File: src/rtl/core/assert_macros.svh
// Assertion helpers for the collider resolver.
`ifndef ASSERT_MACROS_SVH
`define ASSERT_MACROS_SVH
`ifndef SYNTHESIS
`define ACR_ASSERT_IMPL(label, ante, cons) \
  label: assert property (@(posedge clk) disable iff (!rst_n) (ante) |=> (cons)) \
    else $error("assertion failed");
`define ACR_ASSERT_NEVER(label, expr) \
  label: assert property (@(posedge clk) disable iff (!rst_n) !(expr)) \
    else $error("assertion failed");
`else
`define ACR_ASSERT_IMPL(label, ante, cons)
`define ACR_ASSERT_NEVER(label, expr)
`endif
`endif

File: src/rtl/core/acr_pkg.sv
package acr_pkg;
  typedef enum logic [1:0] {
    MODE_WRITE = 2'd0,
    MODE_HORIZ = 2'd1,
    MODE_VERT  = 2'd2,
    MODE_UNSAFE = 2'd3
  } mode_t;

  typedef enum logic [1:0] {
    ST_IDLE = 2'd0,
    ST_WALK = 2'd1,
    ST_DONE = 2'd2
  } state_t;

  // Wide enough for x after every push of every pass has piled up.
  localparam int CW = 48;
  localparam logic signed [CW-1:0] STAND_TOL    = CW'(1024);
  localparam logic signed [CW-1:0] SWEEP_MARGIN = CW'(128);

  // One stored collider.
  typedef struct packed {
    logic signed [31:0] left;
    logic signed [31:0] bottom;
    logic [30:0]        width;
    logic [30:0]        height;
    logic signed [31:0] dlo;
    logic signed [31:0] dhi;
    logic               solid;
    logic               unsafe;
  } coll_t;

  // Body query state passed along the chain.
  typedef struct packed {
    logic signed [CW-1:0] x;
    logic signed [CW-1:0] y;
    logic signed [CW-1:0] lo;
    logic signed [CW-1:0] hi;
    logic signed [CW-1:0] z;
    logic signed [CW-1:0] h;
    logic signed [CW-1:0] prev;
    logic                 moved;
    logic                 landed;
    logic                 hit;
  } body_t;
endpackage

File: src/rtl/core/acr_cell.sv
module acr_cell (
  input  logic          clk,
  input  logic          wr_en,
  input  acr_pkg::coll_t wr_data,
  input  logic          shift_en,
  input  acr_pkg::coll_t shift_in,
  output acr_pkg::coll_t coll_q
);
  import acr_pkg::*;
  coll_t coll_r;
  always_ff @(posedge clk) begin
    if (wr_en) begin
      coll_r <= wr_data;
    end else if (shift_en) begin
      coll_r <= shift_in;
    end
  end
  assign coll_q = coll_r;
endmodule

File: config.mk
export PLATFORM = sky130hd
export DESIGN_NAME = acr_cell
export DESIGN_NICKNAME = d
export VERILOG_FILES = /design/src/rtl/core/assert_macros.svh /design/src/rtl/core/acr_pkg.sv /design/src/rtl/core/acr_cell.sv
export SDC_FILE = /design/constraint.sdc
export NUM_CORES = 1
export LEC_CHECK = 0
export BUFFER_PORTS_ARGS = -buffer_cell sky130_fd_sc_hd__buf_2
export CORE_AREA = 2 2 226 228
export CTS_CLUSTER_DIAMETER = 200
export DETAILED_ROUTE_END_ITERATION = 10
export DIE_AREA = 0 0 228 230
export SLEW_MARGIN = 10
export SYNTH_ARGS = -nofsm -noshare
export SYNTH_HDL_FRONTEND = slang
export SYNTH_SLANG_ARGS = --single-unit
File: constraint.sdc
create_clock -name clk -period 6.15 [get_ports clk]
set_input_delay 1.23 -clock clk [delete_from_list [all_inputs] [get_ports clk]]
set_output_delay 1.23 -clock clk [all_outputs]
set_load 0.1 [all_outputs]
# Word-level counts from Yosys, hierarchy flattened
# Cells that the tools add are included.
# word_totals
register_bits,192
input_bits,387
out_inout_bits,192
elab_cells,11
# classes
muxes,2
reduce_logical,1
# op_table
operator,n
192-bit two-way mux,2
2-bit nonzero test,1

# Depth between registers and ports, before layout
# depth
depth_word,2
mapped_depth,3
mapped_depth_nobuf,1

# Worst setup path after synthesis
# OpenSTA, ideal clock, no wires.
# synth_timing
path_kind,input-to-reg
start,input wr_en
end,register coll_r (netlist bit coll_q[0]) (enable)
setup_time_ns,0.472
arrival_time_ns,3.892
required_ns,5.678
slack_ns,1.786
cell_stages,3
n_path_buf,2
path_cell_list,buf_4 > buf_6 > or2_2
# synth_between
elab_chain_cells,1
# synth_rtl
item,line,source
from (decl),acr_cell.sv:3,"input logic wr_en,"
2-bit nonzero test (no line),n/a,
to (signal assigned),acr_cell.sv:13,coll_r <= wr_data;
to (signal assigned),acr_cell.sv:15,coll_r <= shift_in;
to (decl),acr_cell.sv:10,coll_t coll_r;
# Every way passes these cells.
# A chain may end at the register's enable or synchronous reset.

# Final worst setup path
# layout_timing
start,input wr_en
end,register coll_r (netlist bit coll_q[35]) (enable)
# The elaborated chain is that of the path after synthesis.

==> results.py <==
metrics = {
    "finish": {
        "syn_to_final_growth_pct": 51.64,
        "drive_gt1_share_pct": 80.76,
        "nFillCells": 5237,
        "multi_input_area_um2": 2171,
        "antenna_cells": 0,
        "ff_latch_area_um2": 5766,
        "largest_register_ffs": 192,
        "layout.nets": 1372,
    },
    "logic_synthesis": {
        "synthFlopType": "edfxtp_1",
        "syn_nets": 793,
        "yosys-top-cells-count": "192 x edfxtp_1, 192 x mux2_2, 17 x buf_6",
        "yosysTopAreaCellShare_pct": 70.74,
        "yosysWarnings": 0,
        "synth_mux_area_share_pct": 26.53,
        "synth_adder_area_share_pct": 0,
        "ys_ff_latch": 192,
        "syn_area_um2": 8150,
        "synthTopCellsByArea": "edfxtp_1 71%, mux2_2 27%, buf_6 2.3%",
        "synth-compound-area-share_pct": 0,
        "synth-simple-area-share_pct": 0.07676,
        "ys_types": 6,
        "synth_top_family_by_area": "multiplexers",
        "async_reset_ff_share_pct": 0,
        "syn_inst": 406,
        "ys_seq_area_share_pct": 70.74,
        "synth-edff-count": 192,
        "yosys.area.top_type": "edfxtp_1",
        "syn_avg_cell_area_um2": 20.07,
        "synthXorXnorAreaFrac_pct": 0,
    },
    "cts": {
        "numClockSinks": 192,
        "cts_tree": "yes",
        "clk_pin_slew_worst_paths_ns": 0.08,
        "post-cts-setup-buffer-count": 0,
        "cts_buffers": 17,
        "cts_buffer_depth": 2,
        "cts_resized": 0,
        "cts_max_level": 4,
        "cts_hold_buf": 0,
        "cts_root_buf": "clkbuf_16",
    },
    "power_and_ir_drop": {
        "ir_worst_vdd_mv": 0.1438,
        "power_switching_w": 0.001821,
        "clockPowerShare_pct": 27.7,
        "power.density_nw_per_um2": 351.9,
        "swShare_pct": 41.87,
        "power_w": 0.004349,
        "power_leakage_nw": 5.316,
        "p_int_w": 0.002528,
        "p_comb_share_pct": 34.4,
        "seq_power_share_pct": 38.0,
    },
    "grt": {
        "grt_overflow": 0,
        "grt.total_usage_pct": 9.987,
        "grt_antenna_before_repair": 1,
        "grt_max_degree": 116,
        "grt_pass1_vias": 6376,
        "grt_first_pass_wirelength_mm": 38.01,
    },
    "routing": {
        "wire_per_inst_um": 15.79,
        "drt_iter0_markers": 188,
        "via_per_inst": 3.569,
        "drcViolationCount": 0,
        "drtPass1Iterations": 4,
        "drt_wl_total_mm": 26.37,
        "via_count": 5961,
        "ant_nets": 0,
    },
    "critical_path": {
        "worst-setup-path-type": "primary input to flip-flop",
        "crit_path_start_kind": "primary input",
        "crit_required_ns": 6.28,
        "critPathCaptureType": "flip-flop",
        "cp.arrival_ns": 3.20,
        "crit_path_max_fanout": 79,
    },
    "timing": {
        "worst_pin_slew_ns": 0.9200,
        "tns_ns": 0,
        "rsz0062_at_grt": "no",
        "fin_crit_ns": 3.065,
        "finalSetupViolCount": 0,
        "period_share_pct": 49.83,
        "fmax_ghz": 0.3263,
        "hold_violations": 0,
        "slew_viol_final": 0,
        "relSlewSlack_pct": 38.67,
    },
    "die": {
        "die_x_um": 228,
        "die_area_um2": 52440,
        "start_util_pct": 16.35,
        "ios": 579,
        "core_area_um2": 49860,
        "die_y_um": 230,
        "rows": 82,
    },
    "hold_path": {
        "whs_path_depth": 2,
        "min_path_type": "primary input to flip-flop",
    },
    "run": {
        "maxCapViolCount": 0,
    },
    "outcome": {
        "run_status": "completed",
    },
    "place": {
        "port_buffers": 578,
        "place_hpwl_mm": 20.47,
        "gp_congestion": 0.9228,
    },
}
==> logic make-up after synthesis <==
family	after synthesis
buffers and inverters	21
multiplexers	192
AND/OR/NAND/NOR	1
flip-flops	192
==> layout make-up <==
| type | instances | area share, % |
|---|---|---|
| clock buffer | 17 | 3.442 |
| timing repair buffer | 581 | 23.96 |
| sequential | 192 | 46.65 |
| multi-input combinational | 193 | 17.56 |
| clock inverter | 15 | 1.579 |
| tap | 672 | 6.803 |
==> stage by stage <==
stage,hold WS [ns],cell area [um^2],std cells,setup slack (ns),util [%]
floorplan,1.450,8150,406,1.786,-
global placement,1.530,11740,1638,2.649,23.54
detailed placement,1.535,11740,1638,2.570,23.54
CTS,0.9930,12360,1670,3.111,24.79
global route,0.9988,12360,1670,2.954,24.79
finish,1.045,12360,1670,3.085,24.79
==> path summary, 6_finish.rpt <==
check,startpoint,end
worst max-delay path,wr_en,coll_q[35]
worst min-delay path,shift_in[115],coll_q[115]
==> placed cells by master, fill, tap and decap left out <==
master / Yosys / routed
or2_4: 0 / 1
inv_6: 0 / 5
clkbuf_16: 0 / 17
bufinv_16: 0 / 3
buf_12: 0 / 3
inv_8: 0 / 3
clkinvlp_4: 0 / 3
clkinv_2: 0 / 1
buf_2: 2 / 577
mux2_2: 192 / 192
edfxtp_1: 192 / 192
clkbuf_8: 0 / 1
==> critical path, cell delays in order <==
cell and delay, ns:
clkbuf_8 0.46, or2_4 0.84, buf_12 0.41
==> layer usage <==
| metal | track usage (%) | up-vias | wire (um) |
|---|---|---|---|
| li1 | - | 2769 | - |
| met1 | 10.27 | 2782 | 9800 |
| met2 | 17.02 | 376 | 13080 |
| met3 | 4.625 | 34 | 2670 |
| met4 | 5.229 | 0 | 823 |
| met5 | 0 | - | 0 |
==> power groups by stage <==
stage	combinational, W	clock (W)	sequential (W)
finish	0.00149	0.00120	0.00165
global route	0.00154	0.00130	0.00167
CTS	0.00151	0.00126	0.00166
detailed placement	0.00150	0	0.00169
global placement	0.00150	0	0.00168
floorplan	0.000151	0	0.00273
(Power assumes the default switching activity.)
