[config.mk]
export PLATFORM = sky130hd
export DESIGN_NAME = acr_eval
export DESIGN_NICKNAME = d
export VERILOG_FILES = /design/src/rtl/core/assert_macros.svh /design/src/rtl/core/acr_pkg.sv /design/src/rtl/core/acr_eval.sv
export SDC_FILE = /design/constraint.sdc
export NUM_CORES = 2
export LEC_CHECK = 0
export BUFFER_PORTS_ARGS = -buffer_cell sky130_fd_sc_hd__buf_2
export CORE_AREA = 2 2 340 342
export DETAILED_ROUTE_END_ITERATION = 10
export DIE_AREA = 0 0 342 344
export SYNTH_ARGS = -nofsm -noshare
export SYNTH_HDL_FRONTEND = slang
export SYNTH_SLANG_ARGS = --single-unit
[constraint.sdc]
create_clock -name vclk -period 18.39
set_input_delay 0.9195 -clock vclk [all_inputs]
set_output_delay 0.9195 -clock vclk [all_outputs]
set_load 0.05 [all_outputs]
[src/rtl/core/assert_macros.svh]
// Assertion helpers for the collider resolver.
`ifndef ASSERT_MACROS_SVH
`define ASSERT_MACROS_SVH
`ifndef SYNTHESIS
`define ACR_ASSERT_IMPL(label, ante, cons) \
  label: assert property (@(posedge clk) disable iff (!rst_n) (ante) |=> (cons)) \
    else $error("assertion failed");
`define ACR_ASSERT_NEVER(label, expr) \
  label: assert property (@(posedge clk) disable iff (!rst_n) !(expr)) \
    else $error("assertion failed");
`else
`define ACR_ASSERT_IMPL(label, ante, cons)
`define ACR_ASSERT_NEVER(label, expr)
`endif
`endif

[src/rtl/core/acr_pkg.sv]
package acr_pkg;
  typedef enum logic [1:0] {
    MODE_WRITE = 2'd0,
    MODE_HORIZ = 2'd1,
    MODE_VERT  = 2'd2,
    MODE_UNSAFE = 2'd3
  } mode_t;

  typedef enum logic [1:0] {
    ST_IDLE = 2'd0,
    ST_WALK = 2'd1,
    ST_DONE = 2'd2
  } state_t;

  // Wide enough for x after every push of every pass has piled up.
  localparam int CW = 48;
  localparam logic signed [CW-1:0] STAND_TOL    = CW'(1024);
  localparam logic signed [CW-1:0] SWEEP_MARGIN = CW'(128);

  // One stored collider.
  typedef struct packed {
    logic signed [31:0] left;
    logic signed [31:0] bottom;
    logic [30:0]        width;
    logic [30:0]        height;
    logic signed [31:0] dlo;
    logic signed [31:0] dhi;
    logic               solid;
    logic               unsafe;
  } coll_t;

  // Body query state passed along the chain.
  typedef struct packed {
    logic signed [CW-1:0] x;
    logic signed [CW-1:0] y;
    logic signed [CW-1:0] lo;
    logic signed [CW-1:0] hi;
    logic signed [CW-1:0] z;
    logic signed [CW-1:0] h;
    logic signed [CW-1:0] prev;
    logic                 moved;
    logic                 landed;
    logic                 hit;
  } body_t;
endpackage

[src/rtl/core/acr_eval.sv]
module acr_eval (
  input  acr_pkg::mode_t mode,
  input  acr_pkg::coll_t c,
  input  logic          active,
  input  acr_pkg::body_t b,
  output acr_pkg::body_t b_nxt
);
  import acr_pkg::*;
  logic signed [CW-1:0] cl, cb, ctop, cright, top, pl, pr, ptop;
  logic dep;
  always_comb begin
    cl = CW'(c.left);
    cb = CW'(c.bottom);
    ctop = cb + CW'({1'b0, c.height});
    cright = cl + CW'({1'b0, c.width});
    top = b.y + b.h;
    ptop = b.prev + b.h;
    pl = cright - b.lo;
    pr = b.hi - cl;
    dep = !(b.z < CW'(c.dlo) || b.z > CW'(c.dhi));
    b_nxt = b;
    if (active) begin
      case (mode)
        MODE_HORIZ: begin
          if (c.solid && dep && !(b.y >= ctop - STAND_TOL) && !(top <= cb)
              && b.hi > cl && b.lo < cright) begin
            b_nxt.x = (pl < pr) ? b.x - pl : b.x + pr;
            b_nxt.moved = 1'b1;
          end
        end
        MODE_VERT: begin
          if (c.solid && dep && !(b.hi <= cl || b.lo >= cright)) begin
            if (b.prev >= ctop - SWEEP_MARGIN && b.y < ctop) begin
              b_nxt.y = ctop;
              b_nxt.landed = 1'b1;
            end else if (ptop <= cb + SWEEP_MARGIN && top > cb && top < ctop + b.h) begin
              b_nxt.y = cb - b.h;
              b_nxt.landed = 1'b0;
            end
          end
        end
        MODE_UNSAFE: begin
          if (c.unsafe && dep && b.hi > cl && b.lo < cright && b.y < ctop && top > cb)
            b_nxt.hit = 1'b1;
        end
        default: b_nxt = b;
      endcase
    end
  end
endmodule

* Word level (Yosys, flattened, before mapping) *
Cells that the tools add are included.

operators by class
  $add $sub $neg = 13
  magnitude comparators = 14
  equal/unequal tests = 3
  multiplexer cells = 16
  reductions and logical operators = 20

operators with widths
  cell                                                 number
  two-way mux 339 bit                                  1
  two-way mux 48 bit                                   7
  adder 48 bit                                         3
  > comparator 48 x 32 -> 1 bit                        3
  >= comparator 48 x 34 -> 1 bit                       2
  less-or-equal comparator 48 x 32 -> 1 bit            2
  less-than comparator 48 x 33 -> 1 bit                2
  less-than comparator 48 bit                          2
  adder 32 x 32 -> 33 bit                              2
  adder 33 x 48 -> 48 bit                              1
  >= comparator 48 x 33 -> 1 bit                       1
  less-or-equal comparator 48 x 33 -> 1 bit            1
  less-than comparator 48 x 32 -> 1 bit                1
  subtractor 32 x 48 -> 48 bit                         1
  subtractor 33 x 48 -> 48 bit                         1
  subtractor 48 x 32 -> 48 bit                         1
  subtractor 48 bit                                    1
  subtractor 33 x 12 -> 34 bit, second input constant  1
  subtractor 33 x 9 -> 34 bit, second input constant   1
  adder 32 x 9 -> 33 bit, second input constant        1
  logical AND 1 bit                                    14
  two-way mux 1 bit                                    8
  == test 2 bit, second input constant                 2
  zero test 1 bit                                      4
  2 further kinds                                      3

word-level totals
  register bits = 0
  bits of input ports = 534
  output and inout port bits = 339
  logic and storage cells = 66

* Logic depth before layout (Yosys ltp) *
  depth after elaboration = 11
  depth in mapped cells = 55
  depth with buffers taken out = 53

* Worst setup path after synthesis *
OpenSTA, ideal clock, no wires.

  kind = input-to-output
  from = input port c[97] in the netlist's numbering
  to = output port b_nxt[337] in the netlist's numbering
  arrival time = 14030 ps
  data required time = 17471 ps
  setup slack = 3440 ps
  stages = 53
  path buffers = 2
  path through = ha_1 -> inv_1 -> fa_1 -> nor2b_1 -> o21ai_0 -> a21boi_0 -> o211ai_1 -> a21oi_1 -> o21ai_0 -> a2111oi_0 -> and3b_1 -> nor2_1 -> a211o_1 -> and3_1 -> or2_2 -> a2111oi_0 -> ha_1 -> a21o_1 -> (+17 left out) -> clkbuf_1 -> mux2i_1 -> ha_1 -> fa_1 -> nor2b_1 -> o21a_1 -> o21ai_0 -> a31oi_1 -> nor2_1 -> o31ai_1 -> a21o_1 -> a41o_1 -> nor4_1 -> o31a_1 -> o21ai_0 -> a31oi_1 -> xor2_1 -> o21ai_0

RTL lines
  element          RTL line       source
  start, declared  acr_eval.sv:3  input acr_pkg::coll_t c,
  end, declared    acr_eval.sv:6  output acr_pkg::body_t b_nxt

==> impl_metrics.json <==
{
  "status": "finished, final reports clean",
  "synth-seq-area-share_pct": 0,
  "fin_setup_tns_ns": 0,
  "cap_viol_max_count": 0,
  "holdBufCountCts": 0,
  "synthesis.nets": 6351,
  "vias": 38813,
  "final_max_slew_viol_count": 0,
  "ys_top_cells_by_area": "ha_1, xnor2_1, a21oi_1",
  "worst_hold_slack_ns": 2.141,
  "hold_class": "primary input to output port",
  "cp.required_ns": 17.47,
  "slowest_stage": "o31ai_1",
  "crit_type": "primary input to output port",
  "grt_pass1_vias": 35283,
  "fill_cells": 12462,
  "ys.warnings.count": 0,
  "fmax_mhz": 72.86,
  "n_sequential_cell": 0,
  "post_drt_via_cell_ratio": 5.470,
  "post-cts-setup-buffer-count": 0,
  "final_util_pct": 34.92,
  "grt_pass1_wl_um": 216300,
  "cp_max_fo": 44,
  "post-synth-top-area-fraction_pct": 28.89,
  "gr-total-overflow": 0,
  "layout_common_cells": "buf_2, ha_1, a21oi_1",
  "nClkBuffers": 0,
  "cts_resized": 0,
  "synthesis.instances": 4992,
  "ioPinCount": 873,
  "fp.dieH_um": 344,
  "ant_nets": 0,
  "avgRoutedWirePerCell_um": 21.24,
  "synth_cell_types": 95,
  "rows": 124,
  "core_area_mm2": 0.1139,
  "io_buffers": 873,
  "antenna_found_initial": 42,
  "layout-drive-gt1-share_pct": 17.51,
  "synth_compound_area_share_pct": 29.81,
  "fin_crit_ns": 13.73,
  "grt_max_degree": 94,
  "nNetsFinal": 6936,
  "yosys.area.top_type": "ha_1",
  "worst_slew_pin_slew_ns": 1.167,
  "fin_crit_sh_pct": 74.63,
  "crit_path_start_kind": "primary input",
  "initial_core_util_pct": 31.03,
  "firstDrtPassIters": 5,
  "netlist_area_mm2": 0.03534,
  "cp_slowest_stage_delay_ns": 0.56,
  "drc": 0,
  "place_hpwl_um": 134900,
  "synth-simple-area-share_pct": 18.76,
  "wl_um": 150700,
  "end_kind": "output port",
  "synth_xor_area_share_pct": 11.30,
  "die_area_mm2": 0.1176,
  "dr.first_iter.drc_count": 2876,
  "gp_congestion": 1.003,
  "synth_top_family_by_area": "compound AO/OA/AOI/OAI gates",
  "area_growth_pct": 12.52,
  "die_w_um": 342,
  "syn_avg_cell_area_um2": 7.079,
  "synth_mux_area_share_pct": 0.6054,
  "slew_headroom_pct": 21.48,
  "regArea_um2": 0,
  "rsz0062_at_grt": "no",
  "synth_adder_area_share_pct": 29.40,
  "grtUsageTotal_pct": 23.88,
  "critPathArrivalTime_ns": 12.81,
  "hold_viol_final": 0,
  "setup_viol": 0,
  "final_common_cell": "buf_2"
}
-- area by class of cell --
cell class / count / area (um^2) / share of cell area, %
tap: 1512 / 1892 / 4.758
timing repair buffer: 899 / 4564 / 11.48
multi-input combinational: 4282 / 31810 / 79.99
inverter: 394 / 1479 / 3.719
antenna: 8 / 20.02 / 0.05035
-- cells in the mapped netlist, drive strengths merged, types with 42 or more instances --
cell type and n:
clkbuf 68, buf 248, ha 816, inv 394
o21a 65, nand2 317, a31oi 43, a211oi 46
nor2 329, xnor2 301, xor2 154, nand4 130
a21o 318, nand3 103, a21oi 527, nand2b 70
nor2b 86, nor3 99, o21ai 324, and3 42
-- stage by stage --
stage	instance area, um^2	setup slack, ns	instances
global placement	39740	4.732	7087
floorplan	35340	3.440	4992
detailed placement	39740	4.768	7087
global route	39750	3.442	7091
CTS	39740	4.674	7087
finish	39760	4.665	7095
-- path summary, 6_finish.rpt --
path / from / to / slack (ns) / cells after the start
worst min-delay path: b[210] / b_nxt[210] / 2.14 / 2
worst max-delay path: c[160] / b_nxt[337] / 4.67 / 54
-- worst max-delay path, delay by kind of cell --
kind,cells,cell delay [ns]
buffers and inverters,5,1.03
adder cells (fa/ha/maj),6,1.78
AND/OR/NAND/NOR,13,2.18
AO/OA/AOI/OAI,27,6.37
XOR/XNOR,2,0.31
multiplexers,1,0.17
-- logic make-up (layout without fill, tap and decap cells) --
logic type                 count (synthesis)  count (layout)
other                                      0               8
adders and majority gates                825             825
and+or+nand+nor                         1332            1332
AOI/OAI and AO/OA                       1649            1649
xor gates and xnor gates                 455             455
muxes                                     21              21
buffers and inverters                    710            1293
-- metal layers --
layer  track usage [%]  share of wire, %
met1             31.61                44
met2             42.18                47
met3             2.475               6.1
met4             3.920               2.1
met5                 0             0.071
